[config.mk]
export PLATFORM = sky130hd
export DESIGN_NAME = ps2_set1_scancode_to_ascii_unit
export DESIGN_NICKNAME = d
export VERILOG_FILES = /design/src/ps2s1_pkg.sv /design/src/ps2s1_rom.sv /design/src/ps2s1_ctl.sv /design/src/ps2_set1_scancode_to_ascii_unit.sv
export SDC_FILE = /design/constraint.sdc
export NUM_CORES = 1
export LEC_CHECK = 0
export BUFFER_PORTS_ARGS = -buffer_cell sky130_fd_sc_hd__clkbuf_2
export CAP_MARGIN = 20
export CORE_UTILIZATION = 45
export CTS_CLUSTER_SIZE = 25
export DETAILED_ROUTE_END_ITERATION = 12
export HOLD_SLACK_MARGIN = 0.06
export SLEW_MARGIN = 20
export SYNTH_ARGS = -nofsm -noshare
export SYNTH_HDL_FRONTEND = slang
export SYNTH_HIERARCHICAL = 1
export SYNTH_SLANG_ARGS = --single-unit
[constraint.sdc]
create_clock -name clk -period 4.05 [get_ports clk]
set_input_delay 0.81 -clock clk [delete_from_list [all_inputs] [get_ports clk]]
set_output_delay 0.81 -clock clk [all_outputs]
set_load 0.005 [all_outputs]
[src/ps2s1_pkg.sv]
// Shared types, key codes and the character ROM contents for the
// scan code set 1 decoder. No dependencies.
package ps2s1_pkg;

  localparam int KEY_W = 7;
  localparam int CHR_W = 7;

  // prefix state codes
  localparam logic [1:0] PFX_NONE = 2'd0;
  localparam logic [1:0] PFX_E0   = 2'd1;
  localparam logic [1:0] PFX_E1   = 2'd2;

  localparam logic [7:0] BYTE_E0 = 8'hE0;
  localparam logic [7:0] BYTE_E1 = 8'hE1;

  // key numbers (low seven bits)
  localparam logic [KEY_W-1:0] K_CTRL   = 7'h1D;
  localparam logic [KEY_W-1:0] K_LSHIFT = 7'h2A;
  localparam logic [KEY_W-1:0] K_RSHIFT = 7'h36;
  localparam logic [KEY_W-1:0] K_ALT    = 7'h38;
  localparam logic [KEY_W-1:0] K_CAPS   = 7'h3A;
  localparam logic [KEY_W-1:0] K_F1     = 7'h3B;
  localparam logic [KEY_W-1:0] K_F10    = 7'h44;
  localparam logic [KEY_W-1:0] K_F11    = 7'h57;
  localparam logic [KEY_W-1:0] K_F12    = 7'h58;

  localparam logic [CHR_W-1:0] CHR_UA = 7'h41;  // 'A'
  localparam logic [CHR_W-1:0] CHR_UZ = 7'h5A;  // 'Z'
  localparam logic [CHR_W-1:0] CHR_LA = 7'h61;  // 'a'
  localparam logic [CHR_W-1:0] CHR_LZ = 7'h7A;  // 'z'
  localparam logic [CHR_W-1:0] CASE_BIT = 7'h20;

  // decode result handed from the control stage to the lookup stage
  typedef struct packed {
    logic             emit;
    logic [KEY_W-1:0] key;
    logic             shift;
    logic             caps;
    logic             ctrl;
    logic             alt;
  } dec_t;

  // ROM word: {shifted, normal}
  typedef logic [2*CHR_W-1:0] rom_word_t;

  function automatic rom_word_t rom_lookup(input logic [KEY_W-1:0] k);
    rom_word_t r;
    r = '0;
    unique case (k)
      7'h02: r = {7'h21, 7'h31};
      7'h03: r = {7'h40, 7'h32};
      7'h04: r = {7'h23, 7'h33};
      7'h05: r = {7'h24, 7'h34};
      7'h06: r = {7'h25, 7'h35};
      7'h07: r = {7'h5E, 7'h36};
      7'h08: r = {7'h26, 7'h37};
      7'h09: r = {7'h2A, 7'h38};
      7'h0A: r = {7'h28, 7'h39};
      7'h0B: r = {7'h29, 7'h30};
      7'h0C: r = {7'h5F, 7'h2D};
      7'h0D: r = {7'h2B, 7'h3D};
      7'h0E: r = {7'h7F, 7'h7F};
      7'h0F: r = {7'h09, 7'h09};
      7'h10: r = {7'h51, 7'h71};
      7'h11: r = {7'h57, 7'h77};
      7'h12: r = {7'h45, 7'h65};
      7'h13: r = {7'h52, 7'h72};
      7'h14: r = {7'h54, 7'h74};
      7'h15: r = {7'h59, 7'h79};
      7'h16: r = {7'h55, 7'h75};
      7'h17: r = {7'h49, 7'h69};
      7'h18: r = {7'h4F, 7'h6F};
      7'h19: r = {7'h50, 7'h70};
      7'h1A: r = {7'h7B, 7'h5B};
      7'h1B: r = {7'h7D, 7'h5D};
      7'h1C: r = {7'h0A, 7'h0A};
      7'h1E: r = {7'h41, 7'h61};
      7'h1F: r = {7'h53, 7'h73};
      7'h20: r = {7'h44, 7'h64};
      7'h21: r = {7'h46, 7'h66};
      7'h22: r = {7'h47, 7'h67};
      7'h23: r = {7'h48, 7'h68};
      7'h24: r = {7'h4A, 7'h6A};
      7'h25: r = {7'h4B, 7'h6B};
      7'h26: r = {7'h4C, 7'h6C};
      7'h27: r = {7'h3A, 7'h3B};
      7'h28: r = {7'h22, 7'h27};
      7'h29: r = {7'h7E, 7'h60};
      7'h2B: r = {7'h7C, 7'h5C};
      7'h2C: r = {7'h5A, 7'h7A};
      7'h2D: r = {7'h58, 7'h78};
      7'h2E: r = {7'h43, 7'h63};
      7'h2F: r = {7'h56, 7'h76};
      7'h30: r = {7'h42, 7'h62};
      7'h31: r = {7'h4E, 7'h6E};
      7'h32: r = {7'h4D, 7'h6D};
      7'h33: r = {7'h3C, 7'h2C};
      7'h34: r = {7'h3E, 7'h2E};
      7'h35: r = {7'h3F, 7'h2F};
      7'h39: r = {7'h20, 7'h20};
      default: r = '0;
    endcase
    return r;
  endfunction

endpackage

[src/ps2s1_rom.sv]
// Synchronous character ROM with a registered read, data held when not read.
// Depends on ps2s1_pkg.
module ps2s1_rom (
  input  logic                          clk,
  input  logic                          rd_en,
  input  logic [ps2s1_pkg::KEY_W-1:0]   rd_addr,
  output ps2s1_pkg::rom_word_t          rd_data
);

  ps2s1_pkg::rom_word_t data_r;

  always_ff @(posedge clk) begin
    if (rd_en) begin
      data_r <= ps2s1_pkg::rom_lookup(rd_addr);
    end
  end

  assign rd_data = data_r;

endmodule

[src/ps2s1_ctl.sv]
// Prefix and modifier state with byte classification.
// Depends on ps2s1_pkg.
module ps2s1_ctl (
  input  logic                 clk,
  input  logic                 rst_n,
  input  logic                 fire,
  input  logic [7:0]           scan_byte,
  output ps2s1_pkg::dec_t      dec
);

  logic [1:0] pfx_r, pfx_nxt;
  logic lsh_r, lsh_nxt, rsh_r, rsh_nxt, caps_r, caps_nxt;
  logic ctrl_r, ctrl_nxt, alt_r, alt_nxt;
  logic [ps2s1_pkg::KEY_W-1:0] key;
  logic make, fkey, emit;

  assign key  = scan_byte[6:0];
  assign make = ~scan_byte[7];
  assign fkey = (key >= ps2s1_pkg::K_F1 && key <= ps2s1_pkg::K_F10) ||
                key == ps2s1_pkg::K_F11 || key == ps2s1_pkg::K_F12;

  always_comb begin
    pfx_nxt  = pfx_r;
    lsh_nxt  = lsh_r;
    rsh_nxt  = rsh_r;
    caps_nxt = caps_r;
    ctrl_nxt = ctrl_r;
    alt_nxt  = alt_r;
    emit     = 1'b0;
    priority if (scan_byte == ps2s1_pkg::BYTE_E0) begin
      pfx_nxt = ps2s1_pkg::PFX_E0;
    end else if (scan_byte == ps2s1_pkg::BYTE_E1) begin
      pfx_nxt = ps2s1_pkg::PFX_E1;
    end else if (pfx_r == ps2s1_pkg::PFX_NONE) begin
      priority if (key == ps2s1_pkg::K_RSHIFT) begin
        rsh_nxt = make;
      end else if (key == ps2s1_pkg::K_LSHIFT) begin
        lsh_nxt = make;
      end else if (key == ps2s1_pkg::K_CAPS) begin
        caps_nxt = caps_r ^ make;
      end else if (key == ps2s1_pkg::K_ALT) begin
        alt_nxt = make;
      end else if (key == ps2s1_pkg::K_CTRL) begin
        ctrl_nxt = make;
      end else begin
        emit = make & ~fkey;
      end
    end else if (pfx_r == ps2s1_pkg::PFX_E0) begin
      if (key == ps2s1_pkg::K_CTRL) begin
        ctrl_nxt = make;
      end else if (key == ps2s1_pkg::K_ALT) begin
        alt_nxt = make;
      end
      pfx_nxt = ps2s1_pkg::PFX_NONE;
    end else if (pfx_r == ps2s1_pkg::PFX_E1) begin
      pfx_nxt = ps2s1_pkg::PFX_NONE;
    end
    // unused prefix code: byte ignored, state kept
  end

  always_ff @(posedge clk) begin
    if (!rst_n) begin
      pfx_r  <= ps2s1_pkg::PFX_NONE;
      lsh_r  <= 1'b0;
      rsh_r  <= 1'b0;
      caps_r <= 1'b0;
      ctrl_r <= 1'b0;
      alt_r  <= 1'b0;
    end else if (fire) begin
      pfx_r  <= pfx_nxt;
      lsh_r  <= lsh_nxt;
      rsh_r  <= rsh_nxt;
      caps_r <= caps_nxt;
      ctrl_r <= ctrl_nxt;
      alt_r  <= alt_nxt;
    end
  end

  // a character key leaves the flags alone, so current values go with it
  assign dec.emit  = emit;
  assign dec.key   = key;
  assign dec.shift = lsh_r | rsh_r;
  assign dec.caps  = caps_r;
  assign dec.ctrl  = ctrl_r;
  assign dec.alt   = alt_r;

endmodule

[src/ps2_set1_scancode_to_ascii_unit.sv]
// Scan code set 1 to ASCII decoder, top level. Depends on ps2s1_pkg,
// ps2s1_ctl and ps2s1_rom.
// A character beat reaches out_ through the ROM read register, then the
// output register. Throughput: one byte per cycle unless out_stall holds
// the pipeline, set by the single ROM read port. Synchronous active-low
// reset clears prefix and modifier flags and the pipeline; no clearing pass.
module ps2_set1_scancode_to_ascii_unit (
  input  logic       clk,
  input  logic       rst_n,
  input  logic       in_valid,
  output logic       in_stall,
  input  logic [7:0] in_scan_byte,
  output logic       out_valid,
  input  logic       out_stall,
  output logic [6:0] out_ascii_code,
  output logic       out_ctrl_held,
  output logic       out_alt_held
);

  ps2s1_pkg::dec_t      dec;
  ps2s1_pkg::rom_word_t rom_data;

  // lookup stage: ROM data lands here in the cycle after the byte is taken
  logic s1_valid_r, s1_valid_nxt;
  logic s1_shift_r, s1_caps_r, s1_ctrl_r, s1_alt_r;
  logic out_valid_r, out_valid_nxt;
  logic [6:0] out_chr_r;
  logic out_ctrl_r, out_alt_r;

  logic in_fire, s1_move, out_free;
  logic [6:0] chr_raw, chr;

  // output register empties or is taken this cycle
  assign out_free = ~out_valid_r | ~out_stall;
  assign s1_move  = s1_valid_r & out_free;
  // the lookup stage only blocks when it is full and cannot drain
  assign in_stall = s1_valid_r & ~out_free;
  assign in_fire  = in_valid & ~in_stall;

  ps2s1_ctl u_ctl (
    .clk       (clk),
    .rst_n     (rst_n),
    .fire      (in_fire),
    .scan_byte (in_scan_byte),
    .dec       (dec)
  );

  // the ROM register holds while the lookup stage is stalled, as no new
  // read is issued then
  ps2s1_rom u_rom (
    .clk     (clk),
    .rd_en   (in_fire & dec.emit),
    .rd_addr (dec.key),
    .rd_data (rom_data)
  );

  always_comb begin
    s1_valid_nxt = s1_valid_r;
    if (s1_move) s1_valid_nxt = 1'b0;
    if (in_fire) s1_valid_nxt = dec.emit;
  end

  always_ff @(posedge clk) begin
    if (!rst_n) begin
      s1_valid_r <= 1'b0;
    end else begin
      s1_valid_r <= s1_valid_nxt;
    end
  end

  always_ff @(posedge clk) begin
    if (in_fire && dec.emit) begin
      s1_shift_r <= dec.shift;
      s1_caps_r  <= dec.caps;
      s1_ctrl_r  <= dec.ctrl;
      s1_alt_r   <= dec.alt;
    end
  end

  // column select, then caps lock swaps letter case by flipping bit 5
  assign chr_raw = s1_shift_r ? rom_data[2*ps2s1_pkg::CHR_W-1:ps2s1_pkg::CHR_W]
                              : rom_data[ps2s1_pkg::CHR_W-1:0];
  always_comb begin
    chr = chr_raw;
    if (s1_caps_r &&
        ((chr_raw >= ps2s1_pkg::CHR_UA && chr_raw <= ps2s1_pkg::CHR_UZ) ||
         (chr_raw >= ps2s1_pkg::CHR_LA && chr_raw <= ps2s1_pkg::CHR_LZ))) begin
      chr = chr_raw ^ ps2s1_pkg::CASE_BIT;
    end
  end

  always_comb begin
    out_valid_nxt = out_valid_r;
    if (out_valid_r && !out_stall) out_valid_nxt = 1'b0;
    if (s1_move) out_valid_nxt = 1'b1;
  end

  always_ff @(posedge clk) begin
    if (!rst_n) begin
      out_valid_r <= 1'b0;
    end else begin
      out_valid_r <= out_valid_nxt;
    end
  end

  always_ff @(posedge clk) begin
    if (s1_move) begin
      out_chr_r  <= chr;
      out_ctrl_r <= s1_ctrl_r;
      out_alt_r  <= s1_alt_r;
    end
  end

  assign out_valid      = out_valid_r;
  assign out_ascii_code = out_chr_r;
  assign out_ctrl_held  = out_ctrl_r;
  assign out_alt_held   = out_alt_r;

endmodule

==> results of run 1 <==
Yosys cell counts (3+ instances only):
| cell | instances |
|---|---|
| sky130_fd_sc_hd__mux2i_1 | 4 |
| sky130_fd_sc_hd__nand2b_1 | 11 |
| sky130_fd_sc_hd__ha_1 | 15 |
| sky130_fd_sc_hd__a221o_1 | 3 |
| sky130_fd_sc_hd__nor4_2 | 3 |
| sky130_fd_sc_hd__edfxtp_1 | 27 |
| sky130_fd_sc_hd__nor2b_1 | 9 |
| sky130_fd_sc_hd__buf_4 | 13 |
| sky130_fd_sc_hd__a31oi_1 | 3 |
| sky130_fd_sc_hd__o211ai_1 | 6 |
| sky130_fd_sc_hd__buf_2 | 11 |
| sky130_fd_sc_hd__a21oi_1 | 17 |
| sky130_fd_sc_hd__mux2_2 | 7 |
| sky130_fd_sc_hd__nand2_1 | 23 |
| sky130_fd_sc_hd__o21ai_0 | 12 |
| sky130_fd_sc_hd__a211o_1 | 3 |
| sky130_fd_sc_hd__a211oi_1 | 9 |
| sky130_fd_sc_hd__nor3_1 | 9 |
| sky130_fd_sc_hd__xnor2_1 | 3 |
| sky130_fd_sc_hd__o32ai_1 | 3 |
| sky130_fd_sc_hd__buf_6 | 6 |
| sky130_fd_sc_hd__nor2_1 | 19 |
| sky130_fd_sc_hd__o311ai_0 | 3 |
| sky130_fd_sc_hd__inv_1 | 14 |
| sky130_fd_sc_hd__buf_1 | 3 |
| sky130_fd_sc_hd__nand4b_1 | 3 |
| sky130_fd_sc_hd__dfxtp_1 | 9 |
| sky130_fd_sc_hd__and2b_1 | 4 |
| sky130_fd_sc_hd__a311oi_1 | 3 |
| sky130_fd_sc_hd__nand3_1 | 5 |
| sky130_fd_sc_hd__mux2_4 | 3 |
| sky130_fd_sc_hd__o2111ai_1 | 3 |
| sky130_fd_sc_hd__a21boi_0 | 4 |
final timing paths:
path / startpoint / to / slack [ns] / cells past startpoint
max: in_scan_byte[0] / u_rom/rd_data[8] / 1.23 / 6
min: s1_alt_r / out_alt_held / 0.42 / 0
max reg2reg: s1_shift_r / out_ascii_code[5] / 1.91 / 4
min reg2reg: s1_alt_r / out_alt_held / 0.42 / 0
logic make-up (layout without fill, tap and decap cells):
kind of cell,count (synthesis),after routing
buffers and inverters,51,51
xor gates and xnor gates,4,4
AOI/OAI and AO/OA,87,87
DFF,36,36
muxes,16,16
adders and majority gates,15,15
and+or+nand+nor,105,105
critical path: stages:
cell and delay [ns]:
sky130_fd_sc_hd__clkbuf_2 0.46, sky130_fd_sc_hd__inv_1 0.24, sky130_fd_sc_hd__ha_1 0.46, sky130_fd_sc_hd__mux4_2 0.49
sky130_fd_sc_hd__a2111o_1 0.41, sky130_fd_sc_hd__nand2_1 0.07
stage by stage:
step / power (mW) / util (%)
after floorplan: 0.5784 / -
after global routing: 0.8856 / 48.08
after global placement: 0.6123 / 46.79
after CTS: 0.8431 / 48.08
final: 0.8373 / 48.08
after detailed placement: 0.6130 / 46.79
layer usage:
layer / up-vias / wire [µm] / track usage [%]
met4: 0 / 50 / 5.085
met5: - / 0 / 0
met1: 1098 / 3211 / 28.69
li1: 1155 / - / -
met2: 78 / 2940 / 28.69
met3: 4 / 282 / 2.485
registers in the layout, summed over array words and instances, names as in the netlist:
| register | count |
|---|---|
| out_alt_held | 1 |
| out_ascii_code | 7 |
| out_ctrl_held | 1 |
| out_valid | 1 |
| s1_alt_r | 1 |
| s1_caps_r | 1 |
| s1_ctrl_r | 1 |
| s1_shift_r | 1 |
| s1_valid_r | 1 |
| u_ctl/alt_r | 1 |
| u_ctl/caps_r | 1 |
| u_ctl/ctrl_r | 1 |
| u_ctl/lsh_r | 1 |
| u_ctl/pfx_r | 2 |
| u_ctl/rsh_r | 1 |
| u_rom/rd_data | 14 |
where the power goes:
part           leakage, nW  switching, mW  internal (mW)
combinational        0.786          0.117         0.0734
sequential           0.328        0.00452          0.413
clock               0.0453          0.113          0.116
total                 1.16          0.234          0.603
cell type report:
| class | count | area share [%] |
|---|---|---|
| Clock buffer | 5 | 2.241 |
| Clock inverter | 3 | 0.4482 |
| Inverter | 16 | 1.956 |
| Multi-Input combinational cell | 227 | 55.13 |
| Sequential cell | 36 | 32.27 |
| Tap cell | 77 | 3.138 |
| Timing Repair Buffer | 27 | 4.808 |
==> run metrics, run 1 <==
most area-hungry cell type in the Yosys netlist=sky130_fd_sc_hd__edfxtp_1; post-synthesis average cell area=9.500 µm²; endpoint type of the worst setup path=flop; Inserted Clock Buffers=5; setup clock skew after layout=0.006173 ns; Via-to-Cell Ratio=about 6.0; DRC marker count from the first detailed-route iteration=183; net count of the mapped netlist=341; Site Rows=29; count of flip-flops with a built-in enable after synthesis=27; Slew Limit Headroom=60.37%; area share of the largest cell type after synthesis=27.18%; commonest cells after routing, fill and taps aside=sky130_fd_sc_hd__edfxtp_1 (27), sky130_fd_sc_hd__nand2_1 (23), sky130_fd_sc_hd__clkbuf_2 (22), sky130_fd_sc_hd__nor2_1 (19), sky130_fd_sc_hd__a21oi_1 (17); number of vias in the routed layout=2,335; detailed-routing iteration count for the pre-antenna-repair pass=5; Die Height=83.42 µm; max-cap violations=0; Die W=83.42 µm; post-layout instance area=slightly above 3000 µm²; total area of multi-input combinational cells=around 1700 µm²; fraction of final layout cells sized beyond drive strength 1=19.11%; PnR worst setup slack=1.230 ns; CTS resizes=0; number of nets in the layout=between 300 and 400; number of antenna cells inserted=0; final sum of negative setup slack=0 ns; Placed Instance Area=2988 µm²; initial antenna violation count=0; count of endpoints failing hold in the final timing report=0; Synth Area in XOR/XNOR=1.174%; Area contributors post-synth=sky130_fd_sc_hd__edfxtp_1 (27%), sky130_fd_sc_hd__ha_1 (6.3%), sky130_fd_sc_hd__dfxtp_1 (6.0%); shortest clock period the worst path allows after layout=roughly 2.8 ns; count of H-tree levels built during CTS=2; remaining global-route overflow=0; Wirelength per Cell=~17 µm; Hold Path Class=flop to flop; class of the most critical setup path=input port to flop; Starting Density=46.71%; cell area power density=272.7 nW/µm²; area overhead of the layout relative to synthesis=2.936%; final standard cell count with taps included and fillers excluded=391; hold buffers post-CTS=0; leakage power of the design=1.159 nW; flip-flop cell with the highest count after synthesis=sky130_fd_sc_hd__edfxtp_1; run status=complete, no violations; clock tree from TritonCTS=done; insertion delay of the later-clocked pin in the worst-skew pair=0.27 ns; worst endpoint data arrival time=2.97 ns; area fraction in compound gates after synthesis=between 20% and 30%; Peak VDD IR=around 0.26 mV; root cell of the clock tree=sky130_fd_sc_hd__clkbuf_8; wire length after detailed routing=6485 µm; Netlist Area Pre-Place=~3000 µm²; worst hold margin=0.4200 ns; pin slew with the least headroom to its limit=0.5944 ns; fill cell count=around 610; required time at the worst-slack endpoint=4.20 ns; RSZ-0062 raised after global routing=false; GRT Overall Usage=19.06%; Pins Over Slew Limit=0; Fmax=0.3546 GHz; Setup Buffers After CTS=0; final weighted congestion of routability-driven global placement=0.8709; Antenna Nets Post-Route=0; warnings from Yosys=6; Reg area=a little under 1000 µm²; share of synthesized area occupied by flip-flops and latches=33.22%; Setup Viol. Count Final=0; Die Area=~7000 µm²; clock slew at reported path FFs=0.07 ns; total of flip-flops plus latches after synthesis=36; dominant combinational cell family by area after synthesis=compound AO/OA/AOI/OAI gates; count of placed standard cells including taps=383; cells after synthesis=around 310; half-perimeter wire length after detailed placement=4535 µm; share of the clock period used by the worst path after layout=69.63%; Port Buffers=22; Floorplan Core Area=6386 µm²; portion of netlist area occupied by mux cells=7.005%; pre-CTS setup slack=0.9821 ns; Post-synth ARST share=0%; largest net degree at the start of global routing=47; DRC violation count after routing=0; vias in the first global route=2,104; Clock Sinks=36; Bufs on Longest Clock Path=2; startpoint type of the worst setup path=input port; post-synth cell types=68; # IOs=23; adder-cell area share of the yosys netlist=between 6 and 7%; global-route wire length before repair=10,770 µm; leading cell type in the layout, fill and taps excluded=sky130_fd_sc_hd__edfxtp_1; maximum net fanout on the critical path=28; share of synthesized cell area in and, or, nand and nor gates=20.68%
No activity file was read; power rests on OpenSTA's default activity.
==> run 2, diff against run 1 <==
ABC_AREA = 1   (was default)
clock period = 2.45 ns   (was 4.05 ns; I/O delays follow)
==> run 2 against run 1 <==
Net effect: register-to-register slack got worse by 1.2 ns; critical path depth rose by 3; largest cell class unchanged; critical endpoint is now u_rom/rd_data[12]; count of clock-buffer cells in the layout did not move.
==> run metrics, run 2 <==
Inserted Clock Buffers=5 (unchanged); length in cells of the worst reg-to-reg path=9 (+5); cell area power density=471.6 nW/µm² (+73%); max incr delay on CP=0.33 ns (-0.16 ns); max FFs per register=14 (unchanged); cells after synthesis=442 (+41%); hold buffers post-CTS=0 (unchanged); post-synthesis average cell area=6.805 µm² (-28%); depth of the worst hold-timing path=0 (unchanged); global-route wire length before repair=11,360 µm (+5.5%); Area contributors post-synth=sky130_fd_sc_hd__edfxtp_1 (27%), sky130_fd_sc_hd__nand2_1 (17%), sky130_fd_sc_hd__nand3_1 (6.3%); GRT Overall Usage=19.94% (+0.88 points); fill cell count=644 (+5.2%); most area-hungry cell type in the Yosys netlist=sky130_fd_sc_hd__edfxtp_1; count of H-tree levels built during CTS=2 (unchanged); Antenna Nets Post-Route=0 (unchanged); Bufs on Longest Clock Path=2 (unchanged); leakage power of the design=1.522 nW (+31%); detailed-routing iteration count for the pre-antenna-repair pass=5 (unchanged); largest net degree at the start of global routing=22 (-53%); Port Buffers=22 (unchanged); number of nets in the layout=483 (+42%); clock tree from TritonCTS=done; wire length after detailed routing=6554 µm (+1.1%); most used cell, CP=sky130_fd_sc_hd__nand2_1; count of endpoints failing hold in the final timing report=0 (unchanged); vias in the first global route=2,450 (+16%); Post-synth ARST share=0% (unchanged); Setup Viol. Count Final=0 (unchanged); root cell of the clock tree=sky130_fd_sc_hd__clkbuf_8; end of the worst register-to-register path=u_rom/rd_data[1]; CTS resizes=0 (unchanged); number of antenna cells inserted=0 (unchanged); Site Rows=29 (unchanged); commonest cells after routing, fill and taps aside=sky130_fd_sc_hd__nand2_1 (136), sky130_fd_sc_hd__inv_1 (44), sky130_fd_sc_hd__nor2_1 (41), sky130_fd_sc_hd__nand3_1 (38), sky130_fd_sc_hd__a21oi_1 (34); area share of the largest cell type after synthesis=26.96% (-0.23 points); flip-flop cell with the highest count after synthesis=sky130_fd_sc_hd__edfxtp_1; warnings from Yosys=6 (unchanged); post-synth cell types=34 (-50%); shortest clock period the worst path allows after layout=1.856 ns; final standard cell count with taps included and fillers excluded=534 (+37%); pin slew with the least headroom to its limit=0.4462 ns (-0.1482 ns); Die W=83.76 µm (+0.41%); post-layout instance area=3237 µm² (+5.4%); Pins Over Slew Limit=0 (unchanged); class of the most critical setup path=input port to flop; Netlist Area Pre-Place=3008 µm² (+0.84%); initial antenna violation count=0 (unchanged); leading cell type in the layout, fill and taps excluded=sky130_fd_sc_hd__nand2_1; count of placed standard cells including taps=526 (+37%); Peak VDD IR=0.4146 mV (+57%); max-cap violations=0 (unchanged); DRC marker count from the first detailed-route iteration=176 (-3.8%); total of flip-flops plus latches after synthesis=36 (unchanged); Placed Instance Area=3126 µm² (+4.6%); maximum net fanout on the critical path=11 (-61%); worst setup path startpoint=in_scan_byte[1]; Fmax=roughly 0.54 GHz; worst endpoint data arrival time=1.89 ns (-1.08 ns); Clock Sinks=36 (unchanged); required time at the worst-slack endpoint=2.49 ns (-1.71 ns); fraction of final layout cells sized beyond drive strength 1=16.85% (-2.3 points); Hold Path Class=flop to flop; cell with the most instances after synthesis=sky130_fd_sc_hd__nand2_1; Die Area=7015 µm² (+0.82%); depth of the critical timing path with buffers and inverters included=9 (+3); final weighted congestion of routability-driven global placement=0.9050 (+3.9%); insertion delay of the later-clocked pin in the worst-skew pair=0.29 ns (+0.02 ns); gate family responsible for the most delay along the worst path=buffers and inverters; share of the clock period used by the worst path after layout=75.75%; clock slew at reported path FFs=0.07 ns (about the same); share of synthesized area occupied by flip-flops and latches=32.95% (-0.28 points); RSZ-0062 raised after global routing=false; Slew Limit Headroom=70.25% (+9.9 points); sequence of cells on the critical path=clkbuf_2 -> inv_1 -> ha_1 -> inv_1 -> nand2_1 -> nand2_1 -> nand2_1 -> a21oi_1 -> nor2_1; pre-CTS setup slack=0.3149 ns (-0.6671 ns); cell with the biggest individual delay on the critical path=sky130_fd_sc_hd__ha_1; final design utilization=50.69% (+2.6 points); PnR worst setup slack=0.5940 ns (-0.6360 ns); register-to-register setup slack=0.72 ns (-1.19 ns); Floorplan Core Area=6386 µm² (unchanged); endpoint type of the worst setup path=flop; DRC violation count after routing=0 (unchanged); synth cell count leaders=sky130_fd_sc_hd__nand2_1 (136), sky130_fd_sc_hd__inv_1 (44), sky130_fd_sc_hd__nor2_1 (41), sky130_fd_sc_hd__nand3_1 (38), sky130_fd_sc_hd__a21oi_1 (34); Setup Buffers After CTS=0 (unchanged); # IOs=23 (unchanged); Critical Path End=u_rom/rd_data[12]; area overhead of the layout relative to synthesis=7.612%; net count of the mapped netlist=469 (+38%); remaining global-route overflow=0 (unchanged); Wirelength per Cell=12.27 µm (-26%); Starting Density=47.10% (+0.39 points); total power draw=1.526 mW (+82%); final sum of negative setup slack=0 ns (unchanged); setup clock skew after layout=0.003773 ns (-0.002400 ns); Die Height=83.76 µm (+0.41%); count of flip-flops with a built-in enable after synthesis=27 (unchanged); number of vias in the routed layout=2,682 (+15%); startpoint type of the worst setup path=input port; run status=complete, no violations; Via-to-Cell Ratio=5.022 (-16%); Reg-to-Reg Start=u_ctl/pfx_r[0]; half-perimeter wire length after detailed placement=5041 µm (+11%); worst hold margin=0.4233 ns (+0.003328 ns); number of buffer and inverter stages on the critical path=3 (+1)
-- run 2: cell count changes after synthesis, moves of 11 or more --
| cell | previous run | this run |
|---|---|---|
| sky130_fd_sc_hd__a21oi_1 | 17 | 34 |
| sky130_fd_sc_hd__nand2_1 | 23 | 136 |
| sky130_fd_sc_hd__nand2b_1 | 11 | 0 |
| sky130_fd_sc_hd__nor2_1 | 19 | 41 |
| sky130_fd_sc_hd__nand3_1 | 5 | 38 |
| sky130_fd_sc_hd__inv_1 | 14 | 44 |
-- run 2: final cells by class --
type | count | area (µm²) | share of cell area (%)
Multi-Input combinational cell | 328 | 1639 | 50.64
Sequential cell | 36 | 991.0 | 30.61
Inverter | 53 | 201.4 | 6.223
Timing Repair Buffer | 32 | 197.7 | 6.107
Tap cell | 77 | 96.34 | 2.976
Clock buffer | 5 | 68.82 | 2.126
Clock inverter | 3 | 42.54 | 1.314
-- run 2: logic make-up after synthesis --
logic type | count (synthesis) | synth area share (%)
flops | 36 | 32.95
compound gates | 60 | 10.52
simple gates | 252 | 37.44
xor+xnor | 1 | 0.2912
fa+ha+maj | 15 | 6.240
buf+inv | 78 | 12.56
-- run 2: metal layers --
| layer | share of wire (%) | GRT usage, % |
|---|---|---|
| met5 | 0 | 0 |
| met4 | 1.9 | 6.163 |
| met3 | 6.2 | 3.956 |
| met2 | 43 | 30.01 |
| met1 | 49 | 28.72 |
-- run 2: worst min-delay path by stage --
stage	start	endpoint	slack, ns
global route	s1_alt_r	out_alt_held	0.44
detailed placement	s1_alt_r	out_alt_held	0.41
CTS	s1_alt_r	out_alt_held	0.43
global placement	s1_alt_r	out_alt_held	0.40
floorplan	s1_alt_r	out_alt_held	0.40
finish	s1_alt_r	out_alt_held	0.42
-- run 2: report_power, final --
group / switching [mW] / internal [mW] / leakage (nW) / total (mW)
logic: 0.215 / 0.107 / 1.15 / 0.322
clock network: 0.211 / 0.301 / 0.0541 / 0.512
registers: 0.00925 / 0.684 / 0.320 / 0.693
total: 0.435 / 1.09 / 1.52 / 1.53
